`config.mk`:
```
export PLATFORM = sky130hd
export DESIGN_NAME = boost_group_hold_tracker
export DESIGN_NICKNAME = d
export VERILOG_FILES = /design/src/rtl/core/bght_pkg.sv /design/src/rtl/core/bght_ram.sv /design/src/rtl/core/bght_margin.sv /design/src/rtl/core/boost_group_hold_tracker.sv
export SDC_FILE = /design/constraint.sdc
export NUM_CORES = 2
export LEC_CHECK = 0
export BUFFER_PORTS_ARGS = -buffer_cell sky130_fd_sc_hd__clkbuf_2
export CORE_MARGIN = 2
export CORE_UTILIZATION = 57
export DETAILED_ROUTE_END_ITERATION = 16
export GPL_TIMING_DRIVEN = 0
export PLACE_DENSITY = 0.8
export SLEW_MARGIN = 15
export SYNTH_ARGS = -nofsm -noshare
export SYNTH_HDL_FRONTEND = slang
export SYNTH_SLANG_ARGS = --single-unit
```
`constraint.sdc`:
```
create_clock -name clk -period 7.7 [get_ports clk]
set_input_delay 0.77 -clock clk [delete_from_list [all_inputs] [get_ports clk]]
set_output_delay 0.77 -clock clk [all_outputs]
set_load 0.05 [all_outputs]
```
`src/rtl/core/bght_pkg.sv`:
```
// Boost group hold tracker package: transaction structs, group record, FSM states,
// mode and register codes, and constants for the margin arithmetic.
// No dependencies.
package bght_pkg;

    // Input transaction
    typedef struct packed {
        logic [1:0]         mode;
        logic [2:0]         group;
        logic [63:0]        now;
        logic               restamp;
        logic [10:0]        util;
        logic signed [7:0]  new_boost;
    } bght_in_t;

    // Result transaction
    typedef struct packed {
        logic [10:0]        boosted_util;
        logic signed [11:0] margin;
        logic signed [7:0]  effective_boost;
        logic               boost_valid;
        logic signed [7:0]  group_boost;
        logic [15:0]        group_tasks;
    } bght_out_t;

    // One group's entry in the state RAM
    typedef struct packed {
        logic [15:0]        tasks;
        logic [63:0]        stamp;
        logic signed [7:0]  boost;
    } grp_rec_t;

    // Request into the margin unit
    typedef struct packed {
        logic               start;
        logic               enable;
        logic [10:0]        util;
        logic [10:0]        cap;
        logic signed [7:0]  boost;
    } mrg_req_t;

    // Response from the margin unit
    typedef struct packed {
        logic               done;
        logic signed [11:0] margin;
        logic [10:0]        boosted;
    } mrg_rsp_t;

    typedef enum logic [2:0] {
        ST_IDLE,
        ST_READ,
        ST_SCAN,
        ST_MUL,
        ST_MWAIT,
        ST_DONE
    } state_t;

    localparam logic [1:0] MODE_ENQ = 2'd0;
    localparam logic [1:0] MODE_DEQ = 2'd1;
    localparam logic [1:0] MODE_QRY = 2'd2;
    localparam logic [1:0] MODE_SET = 2'd3;

    localparam logic REG_HOLD = 1'b0;
    localparam logic REG_CAP  = 1'b1;

    localparam logic [31:0] HOLD_RESET = 32'd50000000;
    localparam logic [10:0] CAP_RESET  = 11'd1024;

    localparam logic signed [7:0] BOOST_CEIL  = 8'sd100;
    localparam logic signed [7:0] BOOST_FLOOR = -8'sd100;

    // x / 100 as (x * RECIP_MUL) >> RECIP_SHIFT, exact for x below about 1.8M
    localparam int PCT_DIV     = 100;
    localparam int RECIP_SHIFT = 26;
    localparam logic [19:0] RECIP_MUL = 20'((2 ** RECIP_SHIFT + PCT_DIV - 1) / PCT_DIV);

endpackage

```
`src/rtl/core/bght_ram.sv`:
```
// Generic single-port-write, single-port-read RAM with a registered read.
// No dependencies.
module bght_ram #(
    parameter int WIDTH = 8,
    parameter int DEPTH = 8
) (
    input  logic                                     clk,
    input  logic                                     we,
    input  logic [((DEPTH > 1) ? $clog2(DEPTH) : 1)-1:0] waddr,
    input  logic [WIDTH-1:0]                         wdata,
    input  logic [((DEPTH > 1) ? $clog2(DEPTH) : 1)-1:0] raddr,
    output logic [WIDTH-1:0]                         rdata
);

    logic [WIDTH-1:0] mem [DEPTH];

    always_ff @(posedge clk)
    begin
        if (we)
        begin
            mem[waddr] <= wdata;
        end
        rdata <= mem[raddr];
    end

endmodule

```
`src/rtl/core/bght_margin.sv`:
```
// Margin unit: three-stage multiply, reciprocal divide by 100 and sign/add.
// Depends on bght_pkg.
module bght_margin (
    input  logic               clk,
    input  logic               rst_n,
    input  bght_pkg::mrg_req_t req,
    output bght_pkg::mrg_rsp_t rsp
);

    localparam logic [19:0] RECIP_MUL_W = bght_pkg::RECIP_MUL;

    logic        s1_vld_reg, s2_vld_reg, s3_vld_reg;
    logic        s1_neg_reg, s2_neg_reg;
    logic [10:0] s1_util_reg, s2_util_reg;
    logic [18:0] s1_prod_reg;
    logic [10:0] s2_quot_reg;
    logic signed [11:0] s3_margin_reg;
    logic [10:0] s3_boosted_reg;

    logic        use_margin;
    logic [10:0] opnd_a;
    logic [7:0]  opnd_b;
    logic [38:0] recip_prod;
    logic signed [11:0] margin_val;
    logic [11:0] sum_val;

    // Margin applies only with util within capacity
    assign use_margin = req.enable && (req.util <= req.cap);
    assign opnd_a     = req.boost[7] ? req.util : (req.cap - req.util);
    assign opnd_b     = req.boost[7] ? 8'(-req.boost) : req.boost;
    assign recip_prod = 39'(s1_prod_reg) * 39'(RECIP_MUL_W);
    assign margin_val = s2_neg_reg ? 12'(-{1'b0, s2_quot_reg}) : {1'b0, s2_quot_reg};
    assign sum_val    = {1'b0, s2_util_reg} + margin_val;

    always_ff @(posedge clk or negedge rst_n)
    begin
        if (!rst_n)
        begin
            s1_vld_reg <= 1'b0;
            s2_vld_reg <= 1'b0;
            s3_vld_reg <= 1'b0;
        end
        else
        begin
            s1_vld_reg <= req.start;
            s2_vld_reg <= s1_vld_reg;
            s3_vld_reg <= s2_vld_reg;
        end
    end

    always_ff @(posedge clk)
    begin
        s1_prod_reg    <= use_margin ? 19'(opnd_a) * 19'(opnd_b) : '0;
        s1_neg_reg     <= req.boost[7];
        s1_util_reg    <= req.util;
        s2_quot_reg    <= recip_prod[bght_pkg::RECIP_SHIFT +: 11];
        s2_neg_reg     <= s1_neg_reg;
        s2_util_reg    <= s1_util_reg;
        s3_margin_reg  <= margin_val;
        s3_boosted_reg <= sum_val[10:0];
    end

    assign rsp.done    = s3_vld_reg;
    assign rsp.margin  = s3_margin_reg;
    assign rsp.boosted = s3_boosted_reg;

endmodule

```
`src/rtl/core/boost_group_hold_tracker.sv`:
```
// Boost group hold tracker: per-group task count, stamp and boost kept in one RAM.
// ST_READ updates the entry; ST_SCAN rescans on a group's first task or when a query finds the
// held stamp expired; queries use the 3-stage margin unit; ST_DONE registers the result. Input
// stalls outside ST_IDLE; the scan walks the RAM one group per cycle over its single read port.
// Reset: group entries read as zero via per-entry valid flops, max/held cleared,
// hold_timeout = 50000000 and cpu_capacity = 1024. Depends on bght_pkg, bght_ram, bght_margin.
module boost_group_hold_tracker #(
    parameter int NUM_GROUPS = 8
) (
    input  logic                clk,
    input  logic                rst_n,
    // input channel
    input  logic                in_valid,
    output logic                in_stall,
    input  bght_pkg::bght_in_t  in_data,
    // output channel
    output logic                out_valid,
    input  logic                out_stall,
    output bght_pkg::bght_out_t out_data,
    // configuration write port
    input  logic                cfg_we,
    input  logic                cfg_index,
    input  logic [31:0]         cfg_wdata
);

    localparam int AW = (NUM_GROUPS > 1) ? $clog2(NUM_GROUPS) : 1;
    localparam int CW = $clog2(NUM_GROUPS + 1);
    localparam int RW = $bits(bght_pkg::grp_rec_t);

    // Wrapping 64-bit age against the 32-bit hold time
    function automatic logic expired(input logic [63:0] now, input logic [63:0] stamp,
                                     input logic [31:0] timeout);
        logic [63:0] age;
        age = now - stamp;
        return age > {32'b0, timeout};
    endfunction

    // Control state
    bght_pkg::state_t        state_reg, state_next;
    logic [31:0]             hold_reg, hold_next;
    logic [10:0]             cap_reg, cap_next;
    logic [NUM_GROUPS-1:0]   entry_vld_reg, entry_vld_next;
    logic                    rd_vld_reg;
    logic signed [7:0]       max_boost_reg, max_boost_next;
    logic                    max_valid_reg, max_valid_next;
    logic [63:0]             held_stamp_reg, held_stamp_next;
    logic [CW-1:0]           scan_cnt_reg, scan_cnt_next;
    logic                    out_valid_reg, out_valid_next;

    // Payload state
    bght_pkg::bght_in_t      item_reg, item_next;
    logic                    ok_reg, ok_next;
    logic                    found_reg, found_next;
    logic signed [7:0]       best_reg, best_next;
    logic [63:0]             best_stamp_reg, best_stamp_next;
    logic signed [7:0]       grp_boost_reg, grp_boost_next;
    logic [15:0]             grp_tasks_reg, grp_tasks_next;
    logic signed [11:0]      margin_reg, margin_next;
    logic [10:0]             boosted_reg, boosted_next;
    bght_pkg::bght_out_t     out_data_reg, out_data_next;

    // RAM port
    logic                    ram_we;
    logic [AW-1:0]           ram_waddr, ram_raddr;
    logic [RW-1:0]           ram_rdata;
    bght_pkg::grp_rec_t      rd_rec, rec_mod;

    bght_pkg::mrg_req_t      mrg_req;
    bght_pkg::mrg_rsp_t      mrg_rsp;

    logic                    accept, in_ok, active, out_free;

    bght_ram #(
        .WIDTH (RW),
        .DEPTH (NUM_GROUPS)
    ) u_ram (
        .clk   (clk),
        .we    (ram_we),
        .waddr (ram_waddr),
        .wdata (RW'(rec_mod)),
        .raddr (ram_raddr),
        .rdata (ram_rdata)
    );

    bght_margin u_margin (
        .clk   (clk),
        .rst_n (rst_n),
        .req   (mrg_req),
        .rsp   (mrg_rsp)
    );

    assign in_stall  = (state_reg != bght_pkg::ST_IDLE);
    assign accept    = in_valid && !in_stall;
    assign in_ok     = (32'(in_data.group) < NUM_GROUPS);
    assign out_free  = !out_valid_reg || !out_stall;
    assign out_valid = out_valid_reg;
    assign out_data  = out_data_reg;

    // Never-written entries read as zero
    assign rd_rec = rd_vld_reg ? bght_pkg::grp_rec_t'(ram_rdata) : '0;

    // Scan: a group is live with tasks or while inside the hold window
    assign active = (rd_rec.tasks != '0) || !expired(item_reg.now, rd_rec.stamp, hold_reg);

    always_comb
    begin
        state_next      = state_reg;
        hold_next       = hold_reg;
        cap_next        = cap_reg;
        entry_vld_next  = entry_vld_reg;
        max_boost_next  = max_boost_reg;
        max_valid_next  = max_valid_reg;
        held_stamp_next = held_stamp_reg;
        scan_cnt_next   = scan_cnt_reg;
        out_valid_next  = out_valid_reg;
        item_next       = item_reg;
        ok_next         = ok_reg;
        found_next      = found_reg;
        best_next       = best_reg;
        best_stamp_next = best_stamp_reg;
        grp_boost_next  = grp_boost_reg;
        grp_tasks_next  = grp_tasks_reg;
        margin_next     = margin_reg;
        boosted_next    = boosted_reg;
        out_data_next   = out_data_reg;
        ram_we          = 1'b0;
        ram_waddr       = AW'(item_reg.group);
        ram_raddr       = '0;
        rec_mod         = rd_rec;
        mrg_req.start   = 1'b0;
        mrg_req.enable  = max_valid_reg && (max_boost_reg != '0);
        mrg_req.util    = item_reg.util;
        mrg_req.cap     = cap_reg;
        mrg_req.boost   = max_boost_reg;

        // configuration writes, taken in any state
        if (cfg_we)
        begin
            case (cfg_index)
                bght_pkg::REG_HOLD: hold_next = cfg_wdata;
                bght_pkg::REG_CAP:  cap_next  = cfg_wdata[10:0];
                default: ;
            endcase
        end

        // result register drains independently of the FSM
        if (out_valid_reg && !out_stall)
        begin
            out_valid_next = 1'b0;
        end

        case (state_reg)
            bght_pkg::ST_IDLE:
            begin
                if (accept)
                begin
                    item_next    = in_data;
                    ok_next      = in_ok;
                    margin_next  = '0;
                    boosted_next = '0;
                    ram_raddr    = in_ok ? AW'(in_data.group) : '0;
                    state_next   = bght_pkg::ST_READ;
                end
            end

            bght_pkg::ST_READ:
            begin
                case (item_reg.mode)
                    bght_pkg::MODE_ENQ:
                    begin
                        if (rd_rec.tasks != '1)
                        begin
                            rec_mod.tasks = rd_rec.tasks + 16'd1;
                        end
                        if (item_reg.restamp)
                        begin
                            rec_mod.stamp = item_reg.now;
                        end
                    end
                    bght_pkg::MODE_DEQ:
                    begin
                        if (rd_rec.tasks != '0)
                        begin
                            rec_mod.tasks = rd_rec.tasks - 16'd1;
                        end
                    end
                    bght_pkg::MODE_SET:
                    begin
                        if (item_reg.new_boost > bght_pkg::BOOST_CEIL)
                        begin
                            rec_mod.boost = bght_pkg::BOOST_CEIL;
                        end
                        else if (item_reg.new_boost < bght_pkg::BOOST_FLOOR)
                        begin
                            rec_mod.boost = bght_pkg::BOOST_FLOOR;
                        end
                        else
                        begin
                            rec_mod.boost = item_reg.new_boost;
                        end
                    end
                    default: ;
                endcase

                ram_we = ok_reg && (item_reg.mode != bght_pkg::MODE_QRY);
                if (ram_we)
                begin
                    entry_vld_next[ram_waddr] = 1'b1;
                end
                grp_boost_next = ok_reg ? rec_mod.boost : '0;
                grp_tasks_next = ok_reg ? rec_mod.tasks : '0;

                found_next    = 1'b0;
                best_next     = '0;
                scan_cnt_next = '0;
                if (item_reg.mode == bght_pkg::MODE_ENQ && ok_reg && rec_mod.tasks == 16'd1)
                begin
                    state_next = bght_pkg::ST_SCAN;
                end
                else if (item_reg.mode == bght_pkg::MODE_QRY)
                begin
                    if (expired(item_reg.now, held_stamp_reg, hold_reg))
                    begin
                        state_next = bght_pkg::ST_SCAN;
                    end
                    else
                    begin
                        state_next = bght_pkg::ST_MUL;
                    end
                end
                else
                begin
                    state_next = bght_pkg::ST_DONE;
                end
            end

            bght_pkg::ST_SCAN:
            begin
                // issue read of group scan_cnt; data of the group before arrives now
                ram_raddr     = scan_cnt_reg[AW-1:0];
                scan_cnt_next = scan_cnt_reg + CW'(1);
                if (scan_cnt_reg != '0)
                begin
                    // later groups win ties
                    if (active && (!found_reg || rd_rec.boost >= best_reg))
                    begin
                        found_next      = 1'b1;
                        best_next       = rd_rec.boost;
                        best_stamp_next = rd_rec.stamp;
                    end
                end
                if (scan_cnt_reg == CW'(NUM_GROUPS))
                begin
                    max_valid_next = found_next;
                    max_boost_next = found_next ? best_next : '0;
                    if (found_next)
                    begin
                        held_stamp_next = best_stamp_next;
                    end
                    state_next = (item_reg.mode == bght_pkg::MODE_QRY) ? bght_pkg::ST_MUL
                                                                       : bght_pkg::ST_DONE;
                end
            end

            bght_pkg::ST_MUL:
            begin
                mrg_req.start = 1'b1;
                state_next    = bght_pkg::ST_MWAIT;
            end

            bght_pkg::ST_MWAIT:
            begin
                if (mrg_rsp.done)
                begin
                    margin_next  = mrg_rsp.margin;
                    boosted_next = mrg_rsp.boosted;
                    state_next   = bght_pkg::ST_DONE;
                end
            end

            bght_pkg::ST_DONE:
            begin
                if (out_free)
                begin
                    out_valid_next                = 1'b1;
                    out_data_next.boosted_util    = boosted_reg;
                    out_data_next.margin          = margin_reg;
                    out_data_next.effective_boost = max_valid_reg ? max_boost_reg : '0;
                    out_data_next.boost_valid     = max_valid_reg;
                    out_data_next.group_boost     = grp_boost_reg;
                    out_data_next.group_tasks     = grp_tasks_reg;
                    state_next                    = bght_pkg::ST_IDLE;
                end
            end

            default:
            begin
                state_next = bght_pkg::ST_IDLE;
            end
        endcase
    end

    always_ff @(posedge clk or negedge rst_n)
    begin
        if (!rst_n)
        begin
            state_reg      <= bght_pkg::ST_IDLE;
            hold_reg       <= bght_pkg::HOLD_RESET;
            cap_reg        <= bght_pkg::CAP_RESET;
            entry_vld_reg  <= '0;
            rd_vld_reg     <= 1'b0;
            max_boost_reg  <= '0;
            max_valid_reg  <= 1'b0;
            held_stamp_reg <= '0;
            scan_cnt_reg   <= '0;
            out_valid_reg  <= 1'b0;
        end
        else
        begin
            state_reg      <= state_next;
            hold_reg       <= hold_next;
            cap_reg        <= cap_next;
            entry_vld_reg  <= entry_vld_next;
            rd_vld_reg     <= entry_vld_reg[ram_raddr];
            max_boost_reg  <= max_boost_next;
            max_valid_reg  <= max_valid_next;
            held_stamp_reg <= held_stamp_next;
            scan_cnt_reg   <= scan_cnt_next;
            out_valid_reg  <= out_valid_next;
        end
    end

    always_ff @(posedge clk)
    begin
        item_reg       <= item_next;
        ok_reg         <= ok_next;
        found_reg      <= found_next;
        best_reg       <= best_next;
        best_stamp_reg <= best_stamp_next;
        grp_boost_reg  <= grp_boost_next;
        grp_tasks_reg  <= grp_tasks_next;
        margin_reg     <= margin_next;
        boosted_reg    <= boosted_next;
        out_data_reg   <= out_data_next;
    end

endmodule

```
# ---- Yosys cells after proc, flatten, opt, wreduce, memory -nomap -nowiden
# Memory sizes are Yosys's and may differ from the RTL's. A register that Yosys moved wholly into a read port is not among the register bits.
# Index checks and enable logic that the tools add are counted.
dict set report classes {
  n_bitwise 2
  add_sub_neg 9
  reduce_logical 32
  magnitude_cmp 9
  n_eq_ne 16
  mux 53
  n_mul 2
}
# op count
set ops {}
lappend ops {{two-way mux 64 bit} 4}
lappend ops {{two-way mux 88 bit} 2}
lappend ops {{> comparator 64 x 32 -> 1 bit} 2}
lappend ops {{subtractor 64 bit} 2}
lappend ops {{two-way mux 8 bit} 7}
lappend ops {{two-way mux 16 bit} 3}
lappend ops {{multiplier 19 x 20 -> 37 bit (second input constant)} 1}
lappend ops {{two-way mux 12 bit} 3}
lappend ops {{two-way mux 11 bit} 3}
lappend ops {{one-hot mux 16 bit (2 select lines)} 1}
lappend ops {{two-way mux 3 bit} 8}
lappend ops {{one-hot mux 12 bit (2 select lines)} 1}
lappend ops {{one-hot mux 11 bit (2 select lines)} 1}
lappend ops {{multiplier 11 x 8 -> 19 bit} 1}
lappend ops {{one-hot mux 3 bit (6 select lines)} 1}
lappend ops {{adder 16 x 1 -> 16 bit (second input constant)} 1}
lappend ops {{equality test 16 x 1 -> 1 bit (second input constant)} 1}
lappend ops {{!= test 16 bit (second input constant)} 1}
lappend ops {{one-hot mux 8 bit (2 select lines)} 1}
lappend ops {{nonzero test 16 bit} 1}
lappend ops {{subtractor 16 x 1 -> 16 bit (second input constant)} 1}
lappend ops {{two-way mux 1 bit} 13}
lappend ops {{negation 11 -> 12 bit} 1}
lappend ops {{AND reduction 2 bit} 6}
lappend ops {{other kinds (36)} 57}
dict set report totals {
  out_inout_bits 58
  ff_bits 478
  memories 1
  in_bits 127
  ram_bits 704
}
# memory depth width rd rd_clocked_by_memory_dff write_ports line
set mem_list {}
lappend mem_list {u_ram.mem 8 88 1 1 1 bght_ram.sv:15} ;# logic [WIDTH-1:0] mem [DEPTH];

# ---- Logic depth before layout (Yosys ltp)
dict set report logic_depth {
  depth_word 10
  mapped_depth 33
}

# ---- Modules after synthesis
# Synthesis repeated with hierarchy kept, for this count alone.
dict set report hier_totals {
  cells_unflattened 5624
  hier_area_um2 68889.8
}
# module instances cells_each seq_area_each_um2 area_each_um2
set modules_own_cells {}
lappend modules_own_cells {boost_group_hold_tracker 1 3286 11302.1 28977.8}
lappend modules_own_cells {bght_ram 1 1119 22902.0 28233.3}
lappend modules_own_cells {bght_margin 1 1219 1616.6 11678.7}

# ---- Worst setup path after synthesis
# OpenSTA, ideal clock, no wires.
dict set report synth_path {
  kind {reg2reg}
  start {register item_reg[88] (netlist bit)}
  end {register entry_vld_reg[0]}
  path_buffers 1
  path_stages_with_launch 6
  arrival_time_ps 7760
  setup_ps 103
  path_slack_ps -162
  cell_sequence {edfxtp_1 > clkbuf_1 > nor2b_1 > or3_1 > nor3_1 > or2_2}
}
dict set report synth_via {
  elab_chain_cells 2
}
# item line
set synth_rtl {}
lappend synth_rtl {{from (decl)} boost_group_hold_tracker.sv:51} ;# bght_pkg::bght_in_t item_reg, item_next;
lappend synth_rtl {{from (signal assigned)} boost_group_hold_tracker.sv:335} ;# item_reg <= item_next;
lappend synth_rtl {{!= test 2 bit} boost_group_hold_tracker.sv:205} ;# ram_we = ok_reg && (item_reg.mode != bght_pkg::MODE_QRY);
lappend synth_rtl {{AND reduction 2 bit (no line)} -}
lappend synth_rtl {{to (signal assigned)} boost_group_hold_tracker.sv:323} ;# entry_vld_reg <= entry_vld_next;
lappend synth_rtl {{to (decl)} boost_group_hold_tracker.sv:42} ;# logic [NUM_GROUPS-1:0] entry_vld_reg, entry_vld_next;
# Every way passes these cells.
# A chain may end at the register's enable or synchronous reset.

# ---- Worst setup path in the final report
dict set report layout_path {
  start {register item_reg[20] (netlist bit)}
  end {register state_reg[0]}
}
dict set report layout_via {
  elab_chain_cells 6
}
# item line
set layout_rtl {}
lappend layout_rtl {{subtractor 64 bit} boost_group_hold_tracker.sv:34} ;# age = now - stamp;
lappend layout_rtl {{> comparator 64 x 32 -> 1 bit} boost_group_hold_tracker.sv:35} ;# return age > {32'b0, timeout};
lappend layout_rtl {{two-way mux 1 bit} boost_group_hold_tracker.sv:222} ;# if (expired(item_reg.now, held_stamp_reg, hold_reg))
lappend layout_rtl {{two-way mux 3 bit} boost_group_hold_tracker.sv:220} ;# else if (item_reg.mode == bght_pkg::MODE_QRY)
lappend layout_rtl {{two-way mux 3 bit} boost_group_hold_tracker.sv:216} ;# if (item_reg.mode == bght_pkg::MODE_ENQ && ok_reg && rec_mod.tasks == 16'd1)
lappend layout_rtl {{one-hot mux 3 bit (6 select lines)} boost_group_hold_tracker.sv:152} ;# case (state_reg)
lappend layout_rtl {{to (signal assigned)} boost_group_hold_tracker.sv:307} ;# state_reg <= bght_pkg::ST_IDLE;
lappend layout_rtl {{to (signal assigned)} boost_group_hold_tracker.sv:320} ;# state_reg <= state_next;
lappend layout_rtl {{to (decl)} boost_group_hold_tracker.sv:39} ;# bght_pkg::state_t state_reg, state_next;
# Every way passes these cells.

==> summary.txt <==
Status
  • Status: finished, final reports clean

Detailed routing
  • DR DRC count: 0
  • Number of DRC markers in iteration 0: 6887
  • Via count: 52.1k
  • First-pass DRT Iterations: 8
  • WL final: 201000 um
  • Via-to-Cell Ratio: 6.19
  • Drt wl/cell: 23.8 um
  • Post-route antenna net violation count: 0

Power
  • Leakage Power: 31.5 nW
  • P_int: 15.6 mW
  • Net Sw Frac: 0.388
  • VDD IR max: 0.000250 V
  • Tot Pwr: 25.6 mW
  • Switching Power: 9.92 mW
  • Logic pwr share: 0.375
  • Power share of the sequential group: 0.372
  • PwrDens: 333 mW/mm^2
  • Clk pwr share: 0.253

Final layout
  • Sequential Area: 0.0358 mm^2
  • Layout cell share with drive strength beyond 1: 0.103
  • Most common cell after layout, fill and taps aside: nand2_1
  • # fillers: 8766
  • Max FFs per register: 704
  • Multi-input logic area: 0.0294 mm^2
  • Final std cells w/o fill: 8413
  • Design area: 0.0767 mm^2
  • Final-stage net count: 7493
  • Synth-to-layout area growth: 13.1%
  • Most frequent cells in the layout: nand2_1, edfxtp_1, inv_1

STA
  • FMAX: 134 MHz
  • Clock skew: 0.0380 ns
  • Final setup violation count: 0
  • Final Max Slew Viols: 0
  • Fin. Hold Viols: 0
  • Hold_ws: 0.180 ns
  • Worst-Margin Slew: 1.38 ns
  • Relative slew slack: 0.0833
  • Final Cycle Share: 0.972
  • Final Critical Period: 7.48 ns
  • Final setup margin: 0.215 ns

Setup path
  • Worst R2R Path Depth: 25
  • CP Launch Type: flop
  • Worst EP arrival: 8.09 ns
  • Critical path data required time: 8.31 ns
  • Worst Setup End Kind: flop
  • Crit-path max FO: 3
  • Setup CP Type: reg2reg

Floorplanning
  • Die area: 0.122 mm^2
  • Die extent in y: 349 um
  • Die width: 349 um
  • Initial Utilization: 0.574
  • Core area: 0.118 mm^2
  • I/O pins: 185
  • Row Count: 126

Clocking
  • Num CTS Buffers: 135
  • Worst skew pair latency: 0.77 ns
  • # clock sinks: 1270
  • Clock buffer depth: 3
  • TritonCTS clock tree: yes
  • H-tree depth: 4
  • Clk slew on worst S/H paths: 0.06 ns
  • Root buffer cell: clkbuf_16

Yosys
  • Post-Syn Area per Cell: 10.6 um^2
  • Mapped Cells: 6388
  • Synth area leaders: edfxtp_1, ha_1, nand2_1
  • Synth warnings: 0
  • Synth area leader: edfxtp_1
  • Async set-reset flop share out of synthesis: 0.107
  • EDFF count, synth: 969
  • Synth Register Bits: 1270
  • Seq/Total Area, Yosys: 0.528
  • Main flop type after synthesis: edfxtp_1
  • Post-synthesis cell type count: 95
  • Synthesized netlist net count: 7118
  • Cell area after synthesis: 0.0678 mm^2
  • Synth top area share: 0.429

Global routing
  • Grt total ovfl: 0
  • First-pass GRT wire length: 300000 um
  • Total GRT Usage: 0.326
  • Vias in the first global route: 50.8k
  • Largest net degree at the start of global routing: 82
  • Initial antenna violation count: 8

Worst hold path
  • Worst hold path stage count: 1
  • Hold crit path type: in2reg

Placed design
  • Placer Congestion: 0.966
  • Placement Setup Slack: -4.64 ns
  • IO buf count: 184
  • Placed insts: 8162
  • Post-DP HPWL: 146000 um
  • Dpl cell area: 0.0718 mm^2

Job
  • Max-cap violations: 0
-- Yosys cell counts, types with 12 or more instances --
| master | instances |
|---|---|
| and3_1 | 30 |
| or3_1 | 22 |
| fa_1 | 183 |
| and4_1 | 12 |
| buf_2 | 19 |
| a221oi_1 | 14 |
| or2_2 | 18 |
| o21ai_0 | 363 |
| o211ai_1 | 26 |
| xor2_1 | 45 |
| nor3_1 | 62 |
| nand2b_1 | 28 |
| ha_1 | 420 |
| and2_1 | 65 |
| o21ai_1 | 15 |
| clkbuf_1 | 254 |
| o21bai_1 | 28 |
| inv_1 | 508 |
| a21oi_1 | 257 |
| o31ai_1 | 23 |
| nand2_1 | 1242 |
| mux2i_1 | 78 |
| nor4_1 | 27 |
| a31oi_1 | 16 |
| xnor2_1 | 100 |
| edfxtp_1 | 969 |
| o21a_1 | 40 |
| nand4_1 | 85 |
| nor2b_1 | 32 |
| o2111ai_1 | 12 |
| dfstp_2 | 13 |
| nor2_1 | 222 |
| mux2_2 | 82 |
| a211oi_1 | 26 |
| nand3_1 | 494 |
| dfxtp_1 | 165 |
| a21o_1 | 76 |
| dfrtp_1 | 123 |
-- routing by layer --
layer | vias to the layer above | share of wire | global-route usage | wire length [um]
li1 | 23200 | - | - | -
met1 | 25100 | 0.38 | 0.417 | 75600
met2 | 3138 | 0.47 | 0.528 | 94000
met3 | 634 | 0.10 | 0.0717 | 20500
met4 | 6 | 0.052 | 0.158 | 10500
met5 | - | 0.00019 | 0 | 38
-- area by class of cell --
class	count	share of cell area
Inverter	509	0.0249
Clock inverter	64	0.00735
Timing Repair Buffer	246	0.0258
Clock buffer	183	0.0496
Tap cell	1536	0.0250
Buffer	287	0.0174
Sequential cell	1270	0.467
Antenna cell	4	0.000130
Multi-Input combinational cell	4314	0.383
-- logic make-up after synthesis --
kind of cell	Yosys count	share of synthesized area
buffers and inverters	804	0.0464
multiplexers	161	0.0253
AND/OR/NAND/NOR	2381	0.157
flip-flops	1270	0.528
AO/OA/AOI/OAI	1024	0.0928
XOR/XNOR	145	0.0187
adder cells (fa/ha/maj)	603	0.132
-- critical path, cell delays in order (launching register included) --
cell and delay, ns:
edfxtp_1 0.48, inv_1 0.16, ha_1 0.21, inv_1 0.07, fa_1 0.44, a211oi_2 0.32
o21ai_2 0.15, a21oi_2 0.27, o2bb2ai_2 0.23, o31a_1 0.28, o21ai_1 0.21, nand2_1 0.10
nand2_1 0.06, xor2_1 0.19, ha_1 0.33, nand4_1 0.16, or4_1 0.66, or4_1 0.54
o21ai_2 0.23, nand4_1 0.14, or4b_1 0.55, nor4_2 0.32, nand4_1 0.21, a2111oi_2 0.34
nand4_1 0.19, o31ai_4 0.46
-- path summary, 6_finish.rpt --
kind / slack (ns) / endpoint / start
setup reg to reg: 0.22 / state_reg[0] / item_reg[20]
hold reg to reg: 0.33 / u_margin.s2_util_reg[5] / u_margin.s1_util_reg[5]
max in group asynchronous: 6.20 / rd_vld_reg / rst_n
hold / removal: 0.18 / item_reg[46] / in_data[46]
setup / recovery: 0.22 / state_reg[0] / item_reg[20]
min in group asynchronous: 0.52 / hold_reg[26] / rst_n
-- what timing repair did --
| item | CTS | global route |
|---|---|---|
| resized for setup | 81 | 50 |
| endpoints found under the hold margin | 22 | 0 |
| hold buffers | 1 | 0 |
| endpoints found under the setup margin | 147 | 147 |
| pin swaps | 9 | 5 |
| setup buffers | 7 | 0 |
-- through the flow --
stage,utilization,setup TNS (ns)
floorplan,-,0
global route,0.650,-0.0495
detailed placement,0.608,-642.23
finish,0.650,0
CTS,0.648,0
global placement,0.598,-2188.84
-- power by group through the flow --
stage / Sequential [mW] / Clock (mW) / Combinational (mW)
2_1_floorplan: 9.69 / 0 / 5.62
3_3_place_gp: 9.69 / 0 / 8.51
3_5_place_dp: 9.61 / 0 / 8.91
4_1_cts: 9.48 / 6.48 / 9.21
5_1_grt: 9.56 / 6.74 / 10.2
6_report: 9.51 / 6.46 / 9.60
Power figures use the tool's default switching activity.
